### src/design/cdnc_pkg.sv
// ----------------------------------------------------------------------------
// Calendar day number converter package
// Payload types, control structs, calendar constants and small helpers.
// ----------------------------------------------------------------------------
package cdnc_pkg;

  localparam int unsigned DAYNUM_IN_W  = 17;
  localparam int unsigned DAYNUM_OUT_W = 16;
  localparam int unsigned BYTE_W       = 8;
  localparam int unsigned MONTH_W      = 4;
  localparam int unsigned DAY_W        = 5;
  localparam int unsigned WDAY_W       = 3;
  localparam int unsigned YCNT_W       = 9;
  localparam int unsigned ACC_W        = 17;
  localparam int unsigned OPD_W        = 9;

  localparam logic [BYTE_W-1:0]  YEAR_LAST      = 8'd99;
  localparam logic [BYTE_W-1:0]  MONTH_LAST_IN  = 8'd12;
  localparam logic [MONTH_W-1:0] MONTH_LAST     = 4'd12;
  localparam logic [MONTH_W-1:0] MONTH_FIRST    = 4'd1;
  localparam logic [WDAY_W-1:0]  WDAY_DAY0      = 3'd6;
  localparam logic [WDAY_W-1:0]  WDAY_SUNDAY    = 3'd7;
  localparam logic [OPD_W-1:0]   LEN_YEAR       = 9'd365;
  localparam logic [OPD_W-1:0]   LEN_LEAP_YEAR  = 9'd366;
  localparam logic [6:0]         CENT_LAST      = 7'd99;
  localparam logic [8:0]         QUAD_CENT_LAST = 9'd399;

  typedef enum logic {
    OP_TO_DATE   = 1'b0,
    OP_TO_DAYNUM = 1'b1
  } cdnc_op_t;

  typedef enum logic [2:0] {
    ST_IDLE,
    ST_CHECK,
    ST_YEAR,
    ST_MONTH,
    ST_DAY,
    ST_FINISH
  } cdnc_state_t;

  typedef enum logic [1:0] {
    OPD_YEAR,
    OPD_MONTH,
    OPD_DAY
  } cdnc_opd_sel_t;

  typedef struct packed {
    cdnc_op_t                operation;
    logic [DAYNUM_IN_W-1:0]  day_number_in;
    logic [BYTE_W-1:0]       year_in;
    logic [BYTE_W-1:0]       month_in;
    logic [BYTE_W-1:0]       day_in;
  } cdnc_in_t;

  typedef struct packed {
    logic [DAYNUM_OUT_W-1:0] day_number_out;
    logic                    invalid;
    logic [BYTE_W-1:0]       year_out;
    logic [MONTH_W-1:0]      month_out;
    logic [DAY_W-1:0]        day_out;
    logic [WDAY_W-1:0]       weekday_out;
  } cdnc_out_t;

  typedef struct packed {
    logic          load;
    logic          acc_en;
    cdnc_opd_sel_t sel;
    logic          yr_inc;
    logic          mon_inc;
    logic          bad_set;
    logic          out_load;
  } cdnc_ctrl_t;

  typedef struct packed {
    cdnc_op_t op;
    logic     less;
    logic     year_hit;
    logic     mon_hit;
    logic     mon_last;
    logic     bad;
  } cdnc_stat_t;

  // Days in month m (1..12); leap selects the long February.
  function automatic logic [DAY_W-1:0] month_len(input logic leap,
                                                 input logic [MONTH_W-1:0] m);
    case (m)
      4'd2:                    return leap ? 5'd29 : 5'd28;
      4'd4, 4'd6, 4'd9, 4'd11: return 5'd30;
      default:                 return 5'd31;
    endcase
  endfunction

  // Remainder by seven of a value below 49.
  function automatic logic [WDAY_W-1:0] mod7_small(input logic [5:0] x);
    logic [5:0] v;
    v = x;
    if (v >= 6'd28) v = v - 6'd28;
    if (v >= 6'd14) v = v - 6'd14;
    if (v >= 6'd7)  v = v - 6'd7;
    return v[WDAY_W-1:0];
  endfunction

endpackage

### src/design/calendar_day_number_converter_core.sv
// One beat at a time; the year/month walk on the shared unit holds off the next.
// A finished result waits in the output register while the next beat is taken.
// Reset: synchronous, active low; clears sequencer state and output valid only.
// ----------------------------------------------------------------------------
// Calendar day number converter core
// Converts between day numbers (day 0 = 1 Jan 2000) and Gregorian dates.
// ----------------------------------------------------------------------------
//
// Operation "to date": the day number is loaded into the accumulator and the
// shared unit subtracts whole years (365/366) until the remainder fits in the
// current year, then whole months until it fits in the current month. The
// weekday phase advances mod 7 with every subtracted length and folds in the
// leftover days when the result is assembled.
//
// Operation "to day number": the date is checked first (year over 99, month 0
// or over 12, day 0 or past the end of the month); an illegal date skips the
// walk and reports invalid with a zero day number. Otherwise the unit adds
// year lengths up to the given year, month lengths up to the given month and
// finally day-1.
//
// Leap years come from running mod-100 and mod-400 counters next to the year
// counter, so no divider is needed.
module calendar_day_number_converter_core import cdnc_pkg::*; (
  input  logic      clk,
  input  logic      rst_n,
  input  logic      in_valid,
  output logic      in_stall,
  input  cdnc_in_t  in_data,
  output logic      out_valid,
  input  logic      out_stall,
  output cdnc_out_t out_data
);

  cdnc_ctrl_t ctrl;
  cdnc_stat_t stat;

  // Sequencer: owns the handshake and drives the shared unit.
  cdnc_seq u_seq (
    .clk       (clk),
    .rst_n     (rst_n),
    .in_valid  (in_valid),
    .in_stall  (in_stall),
    .out_valid (out_valid),
    .out_stall (out_stall),
    .stat      (stat),
    .ctrl      (ctrl)
  );

  // Datapath: accumulator, operand select, counters and result register.
  cdnc_datapath u_dp (
    .clk      (clk),
    .in_data  (in_data),
    .ctrl     (ctrl),
    .stat     (stat),
    .out_data (out_data)
  );

endmodule

### src/design/cdnc_year_cnt.sv
// ----------------------------------------------------------------------------
// Year walker
// Year offset counter with running mod-100 and mod-400 phases for leap tests.
// ----------------------------------------------------------------------------
module cdnc_year_cnt import cdnc_pkg::*; (
  input  logic              clk,
  input  logic              clr,
  input  logic              inc,
  output logic [YCNT_W-1:0] year,
  output logic              leap
);

  logic [YCNT_W-1:0] year_r, year_nxt;
  logic [6:0]        c100_r, c100_nxt;
  logic [8:0]        c400_r, c400_nxt;

  always_comb begin
    year_nxt = year_r;
    c100_nxt = c100_r;
    c400_nxt = c400_r;
    if (clr) begin
      year_nxt = '0;
      c100_nxt = '0;
      c400_nxt = '0;
    end else if (inc) begin
      year_nxt = year_r + 9'd1;
      c100_nxt = (c100_r == CENT_LAST) ? 7'd0 : c100_r + 7'd1;
      c400_nxt = (c400_r == QUAD_CENT_LAST) ? 9'd0 : c400_r + 9'd1;
    end
  end

  always_ff @(posedge clk) begin
    year_r <= year_nxt;
    c100_r <= c100_nxt;
    c400_r <= c400_nxt;
  end

  assign year = year_r;
  assign leap = (year_r[1:0] == 2'b00) && ((c100_r != 7'd0) || (c400_r == 9'd0));

endmodule

### src/design/cdnc_datapath.sv
// ----------------------------------------------------------------------------
// Converter datapath
// Shared add/subtract-compare unit, operand select, walk counters, result reg.
// ----------------------------------------------------------------------------
module cdnc_datapath import cdnc_pkg::*; (
  input  logic       clk,
  input  cdnc_in_t   in_data,
  input  cdnc_ctrl_t ctrl,
  output cdnc_stat_t stat,
  output cdnc_out_t  out_data
);

  cdnc_op_t           op_r;
  logic [ACC_W-1:0]   acc_r, acc_nxt;
  logic [BYTE_W-1:0]  y_in_r, m_in_r, d_in_r;
  logic [MONTH_W-1:0] mon_r, mon_nxt;
  logic [WDAY_W-1:0]  wd_r, wd_nxt;
  logic               bad_r;
  cdnc_out_t          out_r, out_nxt;

  logic [YCNT_W-1:0]  year;
  logic               leap;
  logic [DAY_W-1:0]   ml;
  logic [OPD_W-1:0]   opd;
  logic [ACC_W-1:0]   opd_ext;
  logic [ACC_W-1:0]   unit_res;
  logic [WDAY_W-1:0]  wd_inc;
  logic [3:0]         wd_sum;
  logic [WDAY_W-1:0]  wd_step;
  logic               leap_in;
  logic [DAY_W-1:0]   ml_in;
  logic               bad;
  logic [WDAY_W-1:0]  wd_fold;

  cdnc_year_cnt u_year (
    .clk  (clk),
    .clr  (ctrl.load),
    .inc  (ctrl.yr_inc),
    .year (year),
    .leap (leap)
  );

  assign ml = month_len(leap, mon_r);

  always_comb begin
    case (ctrl.sel)
      OPD_YEAR:  opd = leap ? LEN_LEAP_YEAR : LEN_YEAR;
      OPD_MONTH: opd = {4'b0, ml};
      OPD_DAY:   opd = {1'b0, d_in_r - 8'd1};
      default:   opd = '0;
    endcase
  end

  // Shared unit: add when building a day number, subtract when splitting one.
  assign opd_ext  = {8'b0, opd};
  assign unit_res = (op_r == OP_TO_DAYNUM) ? acc_r + opd_ext : acc_r - opd_ext;

  always_comb begin
    case (ctrl.sel)
      OPD_YEAR:  wd_inc = leap ? 3'd2 : 3'd1;
      OPD_MONTH: wd_inc = 3'(ml - 5'd28);
      default:   wd_inc = 3'd0;
    endcase
  end

  assign wd_sum  = {1'b0, wd_r} + {1'b0, wd_inc};
  assign wd_step = (wd_sum >= 4'd7) ? 3'(wd_sum - 4'd7) : wd_sum[WDAY_W-1:0];

  // Offsets 0..99 sit in a century that is a multiple of 400.
  assign leap_in = (y_in_r[1:0] == 2'b00);
  assign ml_in   = month_len(leap_in, m_in_r[MONTH_W-1:0]);
  assign bad     = (y_in_r > YEAR_LAST) || (m_in_r == 8'd0) || (m_in_r > MONTH_LAST_IN) ||
                   (d_in_r == 8'd0) || (d_in_r > {3'b0, ml_in});

  assign stat.op       = op_r;
  assign stat.less     = (acc_r < opd_ext);
  assign stat.year_hit = (year == {1'b0, y_in_r});
  assign stat.mon_hit  = (mon_r == m_in_r[MONTH_W-1:0]);
  assign stat.mon_last = (mon_r == MONTH_LAST);
  assign stat.bad      = bad;

  always_comb begin
    acc_nxt = acc_r;
    mon_nxt = mon_r;
    wd_nxt  = wd_r;
    if (ctrl.load) begin
      acc_nxt = (in_data.operation == OP_TO_DAYNUM) ? '0 : in_data.day_number_in;
      mon_nxt = MONTH_FIRST;
      wd_nxt  = WDAY_DAY0;
    end else if (ctrl.acc_en) begin
      acc_nxt = unit_res;
      if (op_r == OP_TO_DATE) wd_nxt = wd_step;
      if (ctrl.mon_inc) mon_nxt = mon_r + 4'd1;
    end
  end

  assign wd_fold = mod7_small({3'b0, wd_r} + {1'b0, acc_r[DAY_W-1:0]});

  always_comb begin
    out_nxt = '0;
    if (op_r == OP_TO_DATE) begin
      out_nxt.year_out    = year[BYTE_W-1:0];
      out_nxt.month_out   = mon_r;
      out_nxt.day_out     = acc_r[DAY_W-1:0] + 5'd1;
      out_nxt.weekday_out = (wd_fold == 3'd0) ? WDAY_SUNDAY : wd_fold;
    end else begin
      out_nxt.invalid        = bad_r;
      out_nxt.day_number_out = bad_r ? '0 : acc_r[DAYNUM_OUT_W-1:0];
    end
  end

  always_ff @(posedge clk) begin
    acc_r <= acc_nxt;
    mon_r <= mon_nxt;
    wd_r  <= wd_nxt;
    if (ctrl.load) begin
      op_r   <= in_data.operation;
      y_in_r <= in_data.year_in;
      m_in_r <= in_data.month_in;
      d_in_r <= in_data.day_in;
      bad_r  <= 1'b0;
    end else if (ctrl.bad_set) begin
      bad_r  <= bad;
    end
    if (ctrl.out_load) out_r <= out_nxt;
  end

  assign out_data = out_r;

endmodule

### src/design/cdnc_seq.sv
// ----------------------------------------------------------------------------
// Converter sequencer
// Steps the shared unit through check, year, month and day phases.
// ----------------------------------------------------------------------------
module cdnc_seq import cdnc_pkg::*; (
  input  logic       clk,
  input  logic       rst_n,
  input  logic       in_valid,
  output logic       in_stall,
  output logic       out_valid,
  input  logic       out_stall,
  input  cdnc_stat_t stat,
  output cdnc_ctrl_t ctrl
);

  cdnc_state_t state_r, state_nxt;
  logic        out_valid_r, out_valid_nxt;
  logic        out_busy;
  logic        to_date;

  assign out_busy = out_valid_r && out_stall;
  assign to_date  = (stat.op == OP_TO_DATE);

  always_comb begin
    state_nxt = state_r;
    case (state_r)
      ST_IDLE: begin
        if (in_valid) state_nxt = ST_CHECK;
      end
      ST_CHECK: begin
        if (to_date) state_nxt = ST_YEAR;
        else if (stat.bad) state_nxt = ST_FINISH;
        else state_nxt = ST_YEAR;
      end
      ST_YEAR: begin
        if (to_date ? stat.less : stat.year_hit) state_nxt = ST_MONTH;
      end
      ST_MONTH: begin
        if (to_date) begin
          if (stat.less || stat.mon_last) state_nxt = ST_FINISH;
        end else if (stat.mon_hit) begin
          state_nxt = ST_DAY;
        end
      end
      ST_DAY: begin
        state_nxt = ST_FINISH;
      end
      ST_FINISH: begin
        if (!out_busy) state_nxt = ST_IDLE;
      end
      default: begin
        state_nxt = ST_IDLE;
      end
    endcase
  end

  always_comb begin
    ctrl = '0;
    ctrl.sel = OPD_YEAR;
    case (state_r)
      ST_IDLE: begin
        ctrl.load = in_valid;
      end
      ST_CHECK: begin
        ctrl.bad_set = !to_date;
      end
      ST_YEAR: begin
        if (to_date ? !stat.less : !stat.year_hit) begin
          ctrl.acc_en = 1'b1;
          ctrl.yr_inc = 1'b1;
        end
      end
      ST_MONTH: begin
        ctrl.sel = OPD_MONTH;
        if (to_date ? !(stat.less || stat.mon_last) : !stat.mon_hit) begin
          ctrl.acc_en  = 1'b1;
          ctrl.mon_inc = 1'b1;
        end
      end
      ST_DAY: begin
        ctrl.sel    = OPD_DAY;
        ctrl.acc_en = 1'b1;
      end
      ST_FINISH: begin
        ctrl.out_load = !out_busy;
      end
      default: begin
        ctrl = '0;
      end
    endcase
  end

  always_comb begin
    out_valid_nxt = out_valid_r;
    if (ctrl.out_load) out_valid_nxt = 1'b1;
    else if (!out_stall) out_valid_nxt = 1'b0;
  end

  always_ff @(posedge clk) begin
    if (!rst_n) begin
      state_r     <= ST_IDLE;
      out_valid_r <= 1'b0;
    end else begin
      state_r     <= state_nxt;
      out_valid_r <= out_valid_nxt;
    end
  end

  assign in_stall  = (state_r != ST_IDLE);
  assign out_valid = out_valid_r;

endmodule

### config.mk
export PLATFORM = sky130hd
export DESIGN_NAME = calendar_day_number_converter_core
export DESIGN_NICKNAME = d
export VERILOG_FILES = /design/src/design/cdnc_pkg.sv /design/src/design/calendar_day_number_converter_core.sv /design/src/design/cdnc_year_cnt.sv /design/src/design/cdnc_datapath.sv /design/src/design/cdnc_seq.sv
export SDC_FILE = /design/constraint.sdc
export NUM_CORES = 1
export LEC_CHECK = 0
export BUFFER_PORTS_ARGS = -buffer_cell sky130_fd_sc_hd__clkbuf_2
export CORE_UTILIZATION = 45
export CTS_BUF_LIST = sky130_fd_sc_hd__clkbuf_2 sky130_fd_sc_hd__clkbuf_4 sky130_fd_sc_hd__clkbuf_8
export DETAILED_ROUTE_END_ITERATION = 8
export PLACE_DENSITY = 0.62
export RECOVER_POWER = 50
export SLEW_MARGIN = 20
export SYNTH_ARGS = -nofsm -noshare
export SYNTH_HDL_FRONTEND = slang
export SYNTH_SLANG_ARGS = --single-unit
export TNS_END_PERCENT = 100
### constraint.sdc
create_clock -name clk -period 10.7 [get_ports clk]
set_input_delay 0.535 -clock clk [delete_from_list [all_inputs] [get_ports clk]]
set_output_delay 0.535 -clock clk [all_outputs]
set_load 0.005 [all_outputs]
==> parameters.txt, run 1 <==
Parameter                              Value

Synthesis
  Area share of the largest cell type after synthesis    33.11%
  Area of the mapped netlist    0.007164 mm²
  Leading area contributor after synthesis    edfxtp_1
  Number of warnings printed during yosys synthesis    0
  Sequential cell area fraction in the yosys report    43.45%
  Share of synthesized flip-flops with an asynchronous set or reset    0%
  Number of flip-flops and latches in the synthesized netlist    116
  EDFF count, synth    79
  Mapped Cells    746
  Average cell area after synthesis    9.604 µm²
  Primary FF master, synth    edfxtp_1
  Count of unique library cells instantiated by Yosys    73
  Leading cell types by total area after synthesis    edfxtp_1, dfxtp_1, ha_1, xnor2_1, a21oi_1
  Number of nets produced by synthesis    838

Setup path
  CP Data Arrival Time    5.22 ns
  Register-to-register path setup slack    5.36 ns
  Number of cells on the worst reg-to-reg path    12
  Type of the setup path with the least slack    reg -> reg
  Worst path required time    10.58 ns
  Critical-path top delay cell    nand4_1
  Cell-by-cell listing of the critical path    nand2_1 > nand2_1 > o21ai_0 > nor2_1 > ha_1 > nor2b_1 > o21ai_0 > a21boi_0 > o21ai_0 > a21oi_1 > a21oi_1 > nand4_1
  Startpoint types    flop
  RR Startpoint    u_seq.state_r[2]$_SDFFE_PN0P_
  Max stage delay on crit path    0.97 ns
  Reg-to-reg critical path endpoint    u_dp.acc_r[13]$_DFFE_PP_
  Crit path max fanout    17
  Crit path capture type    flop
  CP most frequent cell    o21ai_0

Power and ir drop
  Part of the total power dissipated in sequential elements    28.7%
  Combinational cell fraction of total power    55.0%
  Internal power of the cells    1530 µW
  Net switching fraction of the power    43.75%
  Cell Pwr Density    333.9 mW/mm²
  Static power due to leakage    0.003092 µW
  Switch Pwr    1190 µW
  Max IR drop VDD    0.1623 mV
  Relative contribution of the clock network to total power    16.3%

Cells and area
  Non-Filler Cell Area, Final    0.008147 mm²
  Post-synthesis to final-layout area growth    13.71%
  # fillers    1,411
  Fraction of layout cells with a size suffix above 1    13.74%
  Leading cell types in the layout, fill and taps excluded    edfxtp_1, clkbuf_2, nor2_1, inv_1, nand2_1
  Final standard cell count with taps included and fillers excluded    1,048
  Core utilization of the finished layout    53.00%
  Total number of nets in the final design    916
  Leading cell type in the layout, fill and taps excluded    edfxtp_1
  ANT cells    0

Timing
  Final critical delay including setup and external delays    5.344 ns
  Maximum clock rate    187.1 MHz
  Count of final max-slew check failures    61
  Number of failing setup endpoints in the final timing report    0
  Post-route clock skew    0.01383 ns
  Worst slew pin tran    2.105 ns
  Final-layout setup total negative slack    0 ns
  Setup repair after global routing missed its margin    false
  Worst Slack Setup Final    5.356 ns
  Post-route fraction of the period consumed by the critical path    49.95%
  Max-Slew Margin vs Limit    -40.33%
  Count of final hold-check violations    0

Floorplanning
  Number of placement rows    45
  Total die area    0.01643 mm²
  Num ports    85
  Die extent in x    128.2 µm
  Initial Utilization    46.61%
  Core Region    0.01537 mm²
  Die outline height    128.2 µm

Place
  Cell count after placement    1,016
  Total half-perimeter wirelength after legalization and detailed placement    12,680 µm
  Placed Area    0.007759 mm²
  Worst Setup Slack post-DPL    5.389 ns
  Gp weighted congestion    0.8677
  Number of buffers added on ports    84

Min path
  Worst-case hold path end point    u_dp.m_in_r[1]$_DFFE_PP_
  Launch instance of the worst min-delay path    in_data[9]
  Worst hold stages    1
  Worst hold path type    in -> reg

Clock network
  Post-CTS Repair Setup Buffers    0
  Hold_buf cts    0
  H-Tree Depth    4
  Sinks on Clock Net    116
  CTS tree    done
  CTS Buf Count    17
  CTS clk-pin slew, worst paths    0.07 ns
  Clock root buffer    clkbuf_8
  Clock latency of the later-clocked register in the worst-skew pair    0.44 ns
  Number of resized instances in the post-cts repair step    0
  Buffer depth of the longest clock path    2

Drt
  Vias per cell    5.592
  Violation count after the first detailed-routing iteration    475
  Pre-Repair DR Iteration Count    5
  Total vias in the final route    5,860
  ANT nets after route    0
  Final wirelength    17,150 µm
  Total DRC errors in the routed layout    0
  Average detailed-routed wire length per instance    16.36 µm

Global route
  Number of global-route vias before repair    5,506
  Largest net degree at the start of global routing    49
  First-pass GRT wire length    27,210 µm
  Total overflow reported by the global router    0
  Initial antenna violation count    0
  Gr usage total    21.72%

Run
  Max-capacitance violation count    2

Status
  Failing checks    capacitance limit, slew limit
  Outcome    complete, but fails checks
worst max-delay path by stage:
stage	start	to	slack [ns]	depth (start not counted)
2_1_floorplan	u_seq.state_r[0]$_SDFFE_PN0P_	u_dp.acc_r[0]$_DFFE_PP_	6.47	16
3_3_place_gp	u_dp.u_year.c400_r[4]$_SDFFE_PP0P_	u_dp.acc_r[13]$_DFFE_PP_	5.56	14
3_5_place_dp	u_seq.state_r[0]$_SDFFE_PN0P_	u_dp.acc_r[14]$_DFFE_PP_	5.39	13
4_1_cts	u_seq.state_r[2]$_SDFFE_PN0P_	u_dp.acc_r[13]$_DFFE_PP_	5.38	12
5_1_grt	u_dp.u_year.c400_r[2]$_SDFFE_PP0P_	u_dp.acc_r[13]$_DFFE_PP_	4.85	14
6_report	u_seq.state_r[2]$_SDFFE_PN0P_	u_dp.acc_r[13]$_DFFE_PP_	5.36	12
through the flow:
stage	total power, µW	hold WS, ns
2_1_floorplan	1925	0.4530
3_3_place_gp	2226	0.4630
3_5_place_dp	2273	0.4733
4_1_cts	2727	0.2415
5_1_grt	2943	0.2288
6_report	2720	0.2653
metal layers:
layer / vias to the layer above / global-route usage [%] / wire [µm]
met5: - / 0 / 0
met2: 179 / 36.13 / 8200
met4: 0 / 9.619 / 412
met3: 30 / 4.424 / 834
met1: 2749 / 27.28 / 7704
li1: 2902 / - / -
cell usage after synthesis, drive strengths merged (5+ instances only):
cell	count
ha	42
nor4	8
o31ai	9
buf	13
o2111ai	5
or2	5
xnor2	28
and3	8
o211ai	12
o21bai	6
nand2b	8
o21a	12
nand3	27
xor2	15
nand4	12
nor2	57
a21o	9
dfxtp	37
mux2i	10
edfxtp	79
nor2b	14
inv	52
and2	20
nand2	49
nor3	25
clkbuf	18
a21oi	43
o21ai	32
a31oi	14
a31o	7
or3	9
sequential cells by signal, indices dropped and copies added (netlist names), 3 cells and up:
name,count
u_dp.out_data,37
u_dp.acc_r,17
u_dp.u_year.c400_r,9
u_dp.u_year.year,9
u_dp.d_in_r,8
u_dp.m_in_r,8
u_dp.y_in_r,8
u_dp.u_year.c100_r,7
u_dp.mon_r,4
u_dp.wd_r,3
u_seq.state_r,3
cells by family after synthesis:
group | synth area share (%)
multiplexers | 1.554
flip-flops | 43.45
AND/OR/NAND/NOR | 18.77
AO/OA/AOI/OAI | 17.69
XOR/XNOR | 5.257
adder cells (fa/ha/maj) | 8.453
buffers and inverters | 4.820
area by class of cell:
cell class                      count  area [µm²]  share of cell area, %
Inverter                           53       198.9                  2.442
Clock inverter                     11       158.9                  1.951
Timing Repair Buffer               90       435.4                  5.345
Tap cell                          211       264.0                  3.241
Multi-Input combinational cell    546        3706                  45.49
Sequential cell                   116        3113                  38.21
Clock buffer                       21       270.3                  3.317
critical path: cells and delay by family, from the launching register on:
| kind | cells | cell delay (ns) |
|---|---|---|
| compound gates | 6 | 1.88 |
| fa+ha+maj | 1 | 0.32 |
| flops | 1 | 0.62 |
| simple gates | 5 | 1.95 |
power by group through the flow:
stage	Combinational, µW	Sequential (µW)	Clock [µW]
after floorplan	1200	730	0
final	1500	781	444
after global placement	1450	781	0
after CTS	1490	779	454
after detailed placement	1480	789	0
after global routing	1670	796	475
Power figures use the tool's default switching activity.
==> inputs of run 2 (changes only) <==
--- a/config.mk
+++ b/config.mk
@@ -5,11 +5,12 @@
 export SDC_FILE = /design/constraint.sdc
 export NUM_CORES = 1
 export LEC_CHECK = 0
+export ABC_AREA = 1
 export BUFFER_PORTS_ARGS = -buffer_cell sky130_fd_sc_hd__clkbuf_2
 export CORE_UTILIZATION = 45
 export CTS_BUF_LIST = sky130_fd_sc_hd__clkbuf_2 sky130_fd_sc_hd__clkbuf_4 sky130_fd_sc_hd__clkbuf_8
 export DETAILED_ROUTE_END_ITERATION = 8
-export PLACE_DENSITY = 0.62
+export PLACE_DENSITY = 0.65
 export RECOVER_POWER = 50
 export SLEW_MARGIN = 20
 export SYNTH_ARGS = -nofsm -noshare
==> constraint.sdc (replaced) <==
create_clock -name clk -period 4.36 [get_ports clk]
set_input_delay 0.218 -clock clk [delete_from_list [all_inputs] [get_ports clk]]
set_output_delay 0.218 -clock clk [all_outputs]
set_load 0.005 [all_outputs]
==> parameters.txt, run 2 <==
Parameter                              Value

Status
  Outcome    complete, but fails checks
  Failing checks    capacitance limit, slew limit

Floorplanning
  Total die area    0.01616 mm² (-1.6%)
  Core Region    0.01526 mm² (-0.73%)
  Die outline height    127.1 µm (-0.83%)
  Die extent in x    127.1 µm (-0.83%)
  Number of placement rows    45 (unchanged)
  Num ports    85 (unchanged)
  Initial Utilization    46.17% (-0.44 points)

Drt
  Total vias in the final route    6,101 (+4.1%)
  Vias per cell    5.105 (-8.7%)
  Violation count after the first detailed-routing iteration    460 (-3.2%)
  Total DRC errors in the routed layout    0 (unchanged)
  Average detailed-routed wire length per instance    13.90 µm (-15%)
  ANT nets after route    0 (unchanged)
  Pre-Repair DR Iteration Count    6 (+1)
  Final wirelength    16,610 µm (-3.1%)

Setup path
  Worst setup endpoint    u_dp.out_data[0]$_SDFFCE_PP0P_
  CP Data Arrival Time    4.15 ns (-1.07 ns)
  RR Startpoint    u_dp.acc_r[0]$_DFFE_PP_
  Number of cells on the worst reg-to-reg path    22 (+10)
  Worst path required time    4.55 ns (-6.03 ns)
  Type of the setup path with the least slack    reg -> reg
  Startpoint types    flop
  Crit path max fanout    6 (-11)
  Register-to-register path setup slack    0.41 ns (-4.95 ns)
  Reg-to-reg critical path endpoint    u_dp.out_data[0]$_SDFFCE_PP0P_
  Start point of the critical path    u_dp.acc_r[0]$_DFFE_PP_
  Crit path capture type    flop

Run
  Max-capacitance violation count    1 (-1)

Clock network
  Number of resized instances in the post-cts repair step    0 (unchanged)
  CTS tree    done
  H-Tree Depth    4 (unchanged)
  Clock latency of the later-clocked register in the worst-skew pair    0.45 ns (about the same)
  Buffer depth of the longest clock path    2 (unchanged)
  Clock root buffer    clkbuf_8
  Sinks on Clock Net    116 (unchanged)
  Post-CTS Repair Setup Buffers    0 (unchanged)
  CTS Buf Count    17 (unchanged)
  CTS clk-pin slew, worst paths    0.07 ns (about the same)

Timing
  Worst slew pin tran    2.076 ns (-0.02937 ns)
  Maximum clock rate    253.1 MHz (+35%)
  Post-route fraction of the period consumed by the critical path    90.62% (+41 points)
  Number of failing setup endpoints in the final timing report    0 (unchanged)
  Worst Slack Setup Final    0.4090 ns (-4.947 ns)
  Final-layout setup total negative slack    0 ns (unchanged)
  Post-route clock skew    0.01225 ns (-0.001579 ns)
  Final critical delay including setup and external delays    3.951 ns (-1.393 ns)
  Count of final max-slew check failures    40 (-34%)
  Count of final hold-check violations    0 (unchanged)
  Setup repair after global routing missed its margin    false
  Max-Slew Margin vs Limit    -38.37% (+2.0 points)

Cells and area
  Post-synthesis to final-layout area growth    17.99%
  ANT cells    0 (unchanged)
  Multi-input gate area in the final layout    0.003407 mm² (-8.1%)
  Leading cell type in the layout, fill and taps excluded    nand2_1
  Max reg flops    37 (unchanged)
  # fillers    1,450 (+2.8%)
  Fraction of layout cells with a size suffix above 1    15.24% (+1.5 points)
  Leading cell types in the layout, fill and taps excluded    nand2_1, inv_1, nor2_1, edfxtp_1, clkbuf_2
  Sequential cell area    0.003113 mm² (unchanged)
  Total number of nets in the final design    1,063 (+16%)
  Core utilization of the finished layout    54.47% (+1.5 points)

Synthesis
  Number of warnings printed during yosys synthesis    0 (unchanged)
  Sequential cell area fraction in the yosys report    44.19% (+0.74 points)
  Number of nets produced by synthesis    943 (+13%)
  Mapped Cells    851 (+14%)
  List of most frequent post-synthesis cells    nand2_1, inv_1, nor2_1
  Leading cell types by total area after synthesis    edfxtp_1, dfxtp_1, nand2_1, ha_1, inv_1
  Leading area contributor after synthesis    edfxtp_1
  Number of flip-flops and latches in the synthesized netlist    116 (unchanged)
  Primary FF master, synth    edfxtp_1
  Share of synthesized flip-flops with an asynchronous set or reset    0% (unchanged)
  Top-count cell post-synth    nand2_1
  Area share of the largest cell type after synthesis    33.68% (+0.56 points)
  Count of unique library cells instantiated by Yosys    53 (-27%)
  Area of the mapped netlist    0.007044 mm² (-1.7%)
  EDFF count, synth    79 (unchanged)
  Average cell area after synthesis    8.278 µm² (-14%)

Global route
  First-pass GRT wire length    27,930 µm (+2.7%)
  Initial antenna violation count    0 (unchanged)
  Total overflow reported by the global router    0 (unchanged)
  Gr usage total    22.14% (+0.43 points)
  Largest net degree at the start of global routing    40 (-18%)
  Number of global-route vias before repair    5,861 (+6.4%)

Power and ir drop
  Static power due to leakage    0.003597 µW (+16%)
  Total Power Consumption    6606 µW (+140%)
  Cell Pwr Density    794.8 mW/mm² (+140%)
  Max IR drop VDD    0.5524 mV (+240%)

Place
  Total half-perimeter wirelength after legalization and detailed placement    11,950 µm (-5.7%)
  Gp weighted congestion    0.8819 (+1.6%)
  Worst Setup Slack post-DPL    0.4431 ns (-4.946 ns)
  Number of buffers added on ports    84 (unchanged)

Min path
  Worst hold path type    in -> reg
run 2: cell types whose count changed in the layout (fill, tap and decap cells not counted), sizes merged, moves of 10 or more:
cell | previous run | this run
and2 | 20 | 0
dlygate4sd3 | 0 | 25
mux2i | 10 | 0
nor2 | 57 | 84
a31oi | 14 | 4
nand2 | 49 | 176
a21oi | 43 | 57
o21a | 12 | 1
inv | 52 | 114
nand3 | 27 | 57
xnor2 | 28 | 4
o21ai | 32 | 56
nor2b | 14 | 0
run 2: repair_timing:
item	CTS	global route
endpoints found under the setup margin	0	0
hold buffers	25	0
endpoints found under the hold margin	25	0
run 2: how the worst min path moves through the flow:
stage                     start                            end  slack, ns  cells after the start
detailed placement  in_data[14]       u_dp.m_in_r[6]$_DFFE_PP_       0.40                      1
CTS                 in_data[39]       u_dp.acc_r[15]$_DFFE_PP_       0.02                      3
global route              rst_n  u_seq.state_r[0]$_SDFFE_PN0P_       0.03                      3
finish              in_data[39]       u_dp.acc_r[15]$_DFFE_PP_       0.05                      3
floorplan            in_data[0]       u_dp.d_in_r[0]$_DFFE_PP_       0.32                      0
global placement    in_data[14]       u_dp.m_in_r[6]$_DFFE_PP_       0.40                      1
run 2: cells by family after synthesis:
group	count (synthesis)	share of synthesized area (%)
adder cells (fa/ha/maj)	46	8.597
AND/OR/NAND/NOR	385	24.87
multiplexers	1	0.1598
flip-flops	116	44.19
XOR/XNOR	19	2.362
AO/OA/AOI/OAI	150	12.38
buffers and inverters	134	7.442
run 2: final cells by class:
cell class / count / share of cell area [%]
Clock buffer: 19 / 3.071
Clock inverter: 13 / 1.340
Inverter: 115 / 5.193
Multi-Input combinational cell: 601 / 40.99
Sequential cell: 116 / 37.45
Tap cell: 211 / 3.176
Timing Repair Buffer: 120 / 8.776
run 2: power by group:
group	switching (µW)	leakage [µW]	internal, µW	total [µW]
Combinational	2420	0.00238	1380	3800
Sequential	270	0.00104	1600	1870
Clock	465	0.000171	465	930
run 2: worst max-delay path, stage by stage, from the launching register on:
cell and delay, ns:
edfxtp_1 0.49, ha_1 0.24, inv_1 0.06, fa_1 0.40, xnor2_1 0.38, ha_1 0.29
nand3_4 0.13, nand3_1 0.11, nand2_2 0.09, ha_1 0.22, nand4_1 0.12, nand2_2 0.08
nor2_1 0.13, nand2_1 0.06, nand2_1 0.09, inv_1 0.06, ha_1 0.20, nand3_2 0.13
nand2_2 0.09, nand2_1 0.07, nand2_1 0.07, a21oi_1 0.13, nor2_1 0.05
run 2: stage by stage:
| step | std cells | cell area, µm² | hold WS, ns |
|---|---|---|---|
| floorplan | 851 | 7044 | 0.3169 |
| global placement | 1138 | 7742 | 0.3953 |
| detailed placement | 1138 | 7742 | 0.3966 |
| CTS | 1195 | 8359 | 0.01885 |
| global route | 1195 | 8312 | 0.03484 |
| finish | 1195 | 8312 | 0.04866 |
run 2: layer usage:
metal | vias to the layer above | GRT usage, % | part of all wire [%]
met5 | - | 0 | 0
met4 | 0 | 9.104 | 1.8
met3 | 24 | 4.020 | 4.2
met2 | 149 | 36.72 | 47
met1 | 2803 | 28.59 | 47
li1 | 3125 | - | -
